===== src/hdl/mwo_ram.sv =====
// Generic simple dual-port RAM with registered read data.
module mwo_ram #(
    parameter int WIDTH = 16,
    parameter int DEPTH = 256
) (
    input  logic                     i_clk,
    input  logic                     i_we,
    input  logic [$clog2(DEPTH)-1:0] i_waddr,
    input  logic [WIDTH-1:0]         i_wdata,
    input  logic [$clog2(DEPTH)-1:0] i_raddr,
    output logic [WIDTH-1:0]         o_rdata
);

    logic [WIDTH-1:0] r_mem [DEPTH];
    logic [WIDTH-1:0] r_rdata;

    always_ff @(posedge i_clk) begin
        if (i_we) begin
            r_mem[i_waddr] <= i_wdata;
        end
        r_rdata <= r_mem[i_raddr];
    end

    assign o_rdata = r_rdata;

endmodule


===== config.mk =====
export PLATFORM = sky130hd
export DESIGN_NAME = mwo_ram
export DESIGN_NICKNAME = d
export VERILOG_FILES = /design/src/hdl/mwo_ram.sv
export SDC_FILE = /design/constraint.sdc
export NUM_CORES = 2
export LEC_CHECK = 0
export ABC_AREA = 0
export BUFFER_PORTS_ARGS = -buffer_cell sky130_fd_sc_hd__buf_2
export CORE_MARGIN = 2
export CORE_UTILIZATION = 30
export DETAILED_ROUTE_END_ITERATION = 10
export GPL_ROUTABILITY_DRIVEN = 0
export PLACE_DENSITY = 0.48
export SLEW_MARGIN = 30
export SYNTH_ARGS = -nofsm -noshare
export SYNTH_HDL_FRONTEND = slang
export SYNTH_SLANG_ARGS = --single-unit

===== constraint.sdc =====
create_clock -name i_clk -period 3 [get_ports i_clk]
set_input_delay 0.15 -clock i_clk [delete_from_list [all_inputs] [get_ports i_clk]]
set_output_delay 0.15 -clock i_clk [all_outputs]
set_load 0.02 [all_outputs]

==> metrics.cfg <==
[outcome]
status = finished, final reports clean

[placed_design]
pre_cts_slack_ns = -0.613
dpl_cell_area_um2 = 175000
dp_hpwl_mm = 303
port_buffers = 49
dp_cells = 15000

[yosys]
netlist_area_um2 = 159000
synth_compound_area_share_pct = 3.54
synth.avg_cell_area_um2 = 21.6
yosysUniqueCellTypes = 52
yosys.area_share.simple_pct = 1.57
synthXorXnorAreaFrac_pct = 0
yosysTopAreaCellShare_pct = 77.5
yosysTopAreaCell = edfxtp_1
syn-num-nets = 7394
synth.top_cells.by_area = edfxtp_1 (77%), mux4_2 (11%), mux2i_1 (3.6%)
synthCells = 7360
async_flop_share_pct = 0
synth_top_family_by_area = multiplexers
synth_adder_area_share_pct = 0
ys_warn_count = 0
synth.yosys.seq_area_share_pct = 77.7
synth_edf_count = 4096
yosys-mux-area-fraction_pct = 15.5
ys.flop_type = edfxtp_1
ys_ff_latch = 4112

[timing]
skew_ns = 0.140
fin_tns_setup_ns = 0
setup_viol = 0
timing.fmax_mhz = 347
final-hold-violation-count = 0
grt_setup_unrepaired = false
worst_pin_slew_ns = 1.10
slew_viol_final = 0
setup_slack_ns = 0.121
slew_headroom_pct = 26.9
period_needed_ns = 2.88
fin_crit_sh_pct = 96.0
hold_slack_ns = 0.122

[final_layout]
instances_no_fill = 15800
nets = 8464
post-route-cell-area_um2 = 190000
final_core_util_pct = 36.0
drive_gt1_share_pct = 31.3
final_cell_mix = edfxtp_1 (4096), buf_4 (846), mux4_2 (797)
layout_commonest_cell = edfxtp_1
syn_to_final_growth_pct = 19.8

[worst_setup_path]
crit_fanout = 1
slowest_stage = o32ai_2
required_ns = 3.82
critPathTopFamily = compound AO/OA/AOI/OAI gates
cp.arrival_ns = 3.70
end_kind = flip-flop
cp_cell_sequence = mux4_2, mux4_2, a22o_1, o32ai_2, buf_4, nor4_1
slowest_delay_ns = 0.54
start_kind = flip-flop
critPathBufInv = 1
crit_top_cell = mux4_2
path_class = flip-flop to flip-flop

[pwr]
p_leak_nw = 60.6
irDropWorstVdd_uv = 490
power.density_nw_per_um2 = 656
power.total_mw = 125

[drt]
vias = 80700
wl_per_cell_um = 30.1
dr.pass1.iters = 7
ant_nets = 0
via_per_inst = 5.10
routed_wirelength_mm = 477
drtIter0Drc = 8591
drc = 0

[clock_network]
cts_tree = built
clk_path_buf_depth = 4
cts_inserted_buffers = 438
clkLatencyLatePin_ns = 1.04
cts_sinks = 4112
clk_pin_slew_ns = 0.06
htreeDepth = 5
cts_root_buf = clkbuf_16

[global_routing]
antenna_found_initial = 47
grtUsageTotal_pct = 17.4
grt_max_degree = 112
gr-total-overflow = 0
grt_pass1_wl_mm = 660
grt_pass1_vias = 81700

[floorplanning]
die_h_um = 731
fp.dieW_um = 731
dieArea_um2 = 535000
rows = 267
initial_utilization_pct = 30.1
io-pin-count = 50
core_um2 = 528000

[worst_hold_path]
hold_path.class = input port to flip-flop

[job]
drv_cap = 0

-- final timing paths --
kind                                startpoint              to  slack [ns]  depth (start not counted)
worst max-delay path             r_mem[55][12]     o_rdata[12]        0.12                          6
worst max register to register   r_mem[55][12]     o_rdata[12]        0.12                          6
worst min register to register  r_mem[217][14]     o_rdata[14]        1.03                          6
worst min-delay path                i_waddr[6]  r_mem[192][12]        0.12                          5
-- sequential cells by signal (all words and copies together), names as in the netlist --
register / count
o_rdata: 16
r_mem: 4096
-- per-layer routing --
layer	vias to the layer above	global-route usage (%)	share of wire, %
li1	33500	-	-
met3	607	2.69	6.1
met1	43800	24.4	43
met5	-	0	0.027
met2	2753	28.4	48
met4	20	4.55	2.6
-- synth_stat cells (32+ instances only) --
library cell / n
a22oi_1: 43
buf_6: 77
nand2_1: 38
o22ai_1: 148
clkbuf_1: 230
a21oi_1: 175
buf_2: 76
mux2i_1: 565
a22o_1: 32
o21ai_0: 37
mux2_2: 88
edfxtp_1: 4096
nand3_1: 35
o221ai_1: 252
nor3_1: 92
nor2_1: 304
mux4_2: 797
-- worst min-delay path: stages --
cell,delay (ns)
buf_2,0.14
nand4_1,0.07
buf_4,0.27
nor2_2,0.07
buf_4,0.22
-- repair_timing --
item / CTS / global route
setup buffers: 0 / 0
gates resized for setup: 1 / 0
setup endpoints to repair: 1 / 0
endpoints found under the hold margin: 3118 / 0
hold buffers: 24 / 0
-- kinds of logic after synthesis --
family | after synthesis
flip-flops | 4112
AO/OA/AOI/OAI | 786
buffers and inverters | 456
AND/OR/NAND/NOR | 556
multiplexers | 1450
-- area by class of cell --
class	count	area, um^2
Antenna cell	29	72.6
Clock buffer	535	11400
Clock inverter	276	2990
Fill cell	48600	338000
Inverter	4	27.5
Multi-Input combinational cell	2792	33300
Sequential cell	4112	123000
Tap cell	6994	8750
Timing Repair Buffer	1082	10300
-- where the power goes --
group	switching (mW)	internal (mW)	leakage (nW)	total, mW
clock	22.8	31.5	6.96	54.3
sequential	0.153	63.3	36.9	63.5
combinational	4.39	2.64	16.7	7.03
total	27.3	97.4	60.6	125
No activity file was read; power rests on OpenSTA's default activity.
