[config.mk]
export PLATFORM = sky130hd
export DESIGN_NAME = mwo_blend
export DESIGN_NICKNAME = d
export VERILOG_FILES = /design/src/hdl/mwo_pkg.sv /design/src/hdl/mwo_blend.sv
export SDC_FILE = /design/constraint.sdc
export NUM_CORES = 1
export LEC_CHECK = 0
export BUFFER_PORTS_ARGS = -buffer_cell sky130_fd_sc_hd__buf_2
export CELL_PAD_IN_SITES_DETAIL_PLACEMENT = 1
export CELL_PAD_IN_SITES_GLOBAL_PLACEMENT = 2
export CORE_MARGIN = 2
export CORE_UTILIZATION = 41
export DETAILED_ROUTE_END_ITERATION = 8
export GPL_TIMING_DRIVEN = 0
export PLACE_DENSITY_LB_ADDON = 0.2
export SYNTH_ARGS = -nofsm -noshare
export SYNTH_HDL_FRONTEND = slang
export SYNTH_SLANG_ARGS = --single-unit
[constraint.sdc]
create_clock -name vclk -period 20
set_input_delay 4 -clock vclk [all_inputs]
set_output_delay 4 -clock vclk [all_outputs]
set_load 0.05 [all_outputs]
[src/hdl/mwo_pkg.sv]
// Shared widths, limits and codes of the morphing wavetable oscillator.
package mwo_pkg;

    localparam int PHASE_W  = 32;
    localparam int STEP_W   = 31;
    localparam int MORPH_W  = 17;
    localparam int SAMPLE_W = 16;
    localparam int WEIGHT_W = 16;
    localparam int CFG_IDX_W = 1;
    localparam int SEL_W    = 7;
    localparam int ENTRY_W  = 8;

    localparam int TABLE_COUNT_DEF  = 128;
    localparam int TABLE_LENGTH_DEF = 256;

    localparam logic [STEP_W-1:0]  STEP_LIMIT = 31'd1932735283;
    localparam logic [MORPH_W-1:0] MORPH_ONE  = 17'd65536;

    localparam logic [CFG_IDX_W-1:0] REG_PHASE_STEP = 1'b0;
    localparam logic [CFG_IDX_W-1:0] REG_MORPH      = 1'b1;

    localparam logic KIND_LOAD   = 1'b0;
    localparam logic KIND_SAMPLE = 1'b1;

endpackage

[src/hdl/mwo_blend.sv]
// Shared interpolation unit: a + floor(w * (b - a) / 65536).
module mwo_blend (
    input  logic signed [mwo_pkg::SAMPLE_W-1:0] i_a,
    input  logic signed [mwo_pkg::SAMPLE_W-1:0] i_b,
    input  logic        [mwo_pkg::WEIGHT_W-1:0] i_w,
    output logic signed [mwo_pkg::SAMPLE_W-1:0] o_y
);

    localparam int DW = mwo_pkg::SAMPLE_W + 1;
    localparam int PW = DW + mwo_pkg::WEIGHT_W + 1;
    localparam int QW = PW - mwo_pkg::WEIGHT_W;

    logic signed [DW-1:0] diff;
    logic signed [mwo_pkg::WEIGHT_W:0] weight;
    logic signed [PW-1:0] prod;
    logic signed [QW-1:0] quot;
    logic signed [QW-1:0] sum;

    always_comb begin
        diff   = DW'(i_b) - DW'(i_a);
        weight = $signed({1'b0, i_w});
        prod   = PW'(diff) * PW'(weight);
        quot   = prod[PW-1:mwo_pkg::WEIGHT_W];
        sum    = QW'(i_a) + quot;
        o_y    = sum[mwo_pkg::SAMPLE_W-1:0];
    end

endmodule

==> out/metrics.yaml <==
run_status:
  outcome: "finished clean"
global_route:
  grt-ovfl-total: 0
  grt_pass1_vias: 10100
  grt_antenna_before_repair: 1
  grt_max_degree: 11
  grtUsageTotal_pct: 25.2
  grt_first_pass_wirelength_um: 57900
route:
  post_drt_wl_per_cell_um: 20.5
  wl_um: 36200
  drtAntennaViolNets: 0
  route.detailed.drc: 0
  viasPerCell: 5.10
  vias: 9015
  first_iter_violations: 413
  first_pass_iters: 5
logic_synthesis:
  syn-num-nets: 1764
  synth_top_area_share_pct: 45.7
  ys_warn_count: 0
  yosysMostFrequentCell: "inv_1"
  synth_area_leaders: "fa_1 (46%), ha_1 (12%), inv_1 (12%), and2_1 (4.3%), nand2_1 (4.2%)"
  synthCells: 1335
  synth.distinct_cells: 62
  yosys-top-cells-count: "inv_1 (365), fa_1 (267), nand2_1 (132), ha_1 (114), and2_1 (81)"
  syn_avg_cell_area_um2: 8.75
  seq_area_frac_synth_pct: 0
  syn_area_um2: 11700
  synth_top_cell_by_area: "fa_1"
setup_path:
  critPathMaxStageDelay_ns: 0.67
  setup.worst_path.start: "i_a[1]"
  cp.arrival_ns: 15.04
  critPathRequiredTime_ns: 16.00
  critPathTopFamily: "compound AO/OA/AOI/OAI gates"
  end_kind: "output port"
  worst-path-max-fanout: 10
  slowest_stage: "o21ai_1"
  critPathLaunchType: "input port"
  cp_num_buf_inv: 8
  crit_top_cell: "fa_1"
  path_class: "in2out"
floorplan:
  die_x_um: 173
  fp.dieH_um: 173
  std_cell_rows: 61
  io_pins: 64
  die_area_um2: 29900
  core_um2: 27900
  start_util_pct: 41.8
clock_tree:
  postCtsHoldBufs: 0
  post-cts-setup-buffer-count: 0
  cts_resized: 0
job:
  maxCapViolCount: 0
cells_and_area:
  seq_cells: 0
  nFillCells: 3417
  area_growth_pct: 6.45
  drive_above_1_share_pct: 6.33
  final_nets: 1822
  antenna_cells: 0
  clock_buffers: 0
  layout.area.seq_um2: 0
placed_design:
  gp_congestion: 0.876
  dpl.hpwl_um: 30800
  io_buffers: 56
sta:
  worst_slew_pin_slew_ns: 1.21
  grt_setup_unrepaired: "false"
  setup_tns_ns: 0
  timing.fmax_ghz: 0.0525
  final-setup-viol-count: 0
  maxSlewViolCount: 0
  hold_violations: 0
  min_period_over_period_pct: 95.2
  slew_headroom_pct: 18.5
  fin_crit_ns: 19.04
worst_hold_path:
  min_from: "i_a[0]"
  hold_path_class: "in2out"
## worst paths after layout
check,endpoint,cells after the start,slack [ns]
worst max-delay path,o_y[15],40,0.96
worst min-delay path,o_y[0],3,8.46
## cell families (layout without fill, tap and decap cells)
logic type	Yosys count	in the layout	share of synthesized area, %
AO/OA/AOI/OAI	113	113	7.42
XOR/XNOR	51	51	3.94
AND/OR/NAND/NOR	355	355	15.5
adder cells (fa/ha/maj)	381	381	58.0
buffers and inverters	416	472	13.5
multiplexers	19	19	1.72
## layout make-up
type	count	area [um^2]	share of cell area [%]
plain buffers	51	203	1.63
well taps	378	473	3.80
repair buffers	56	280	2.25
inverters	365	1370	11.0
multi-input cells	919	10100	81.3
## metrics by stage
| step | std cells | hold WS, ns | instance area (um^2) | util [%] | setup WS (ns) |
|---|---|---|---|---|---|
| 2_1_floorplan | 1335 | 8.38 | 11700 | - | 2.71 |
| 3_3_place_gp | 1769 | 8.46 | 12400 | 44.5 | 1.11 |
| 3_5_place_dp | 1769 | 8.47 | 12400 | 44.5 | 1.05 |
| 4_1_cts | 1769 | 8.47 | 12400 | 44.5 | 0.986 |
| 5_1_grt | 1769 | 8.49 | 12400 | 44.5 | 0.360 |
| 6_report | 1769 | 8.46 | 12400 | 44.5 | 0.961 |
## cell usage in the layout (no fill, tap or decap), types with 28 or more instances in the layout
master    count
nand2_1     132
clkbuf_1     46
and2_1       81
nor2_1       30
ha_1        114
fa_1        267
inv_1       365
xnor2_1      37
nand2b_1     28
buf_2        59
## layer usage
metal	wire (um)	GRT usage (%)	share of wire, %
met5	0	0	0
met4	1110	6.36	3.1
met3	1680	3.08	4.6
met2	18300	44.2	50
met1	15100	33.0	42
Power is left out: the tool's default activity adds up to more than one toggle a clock period on the data nets, which glitch-free logic cannot reach.
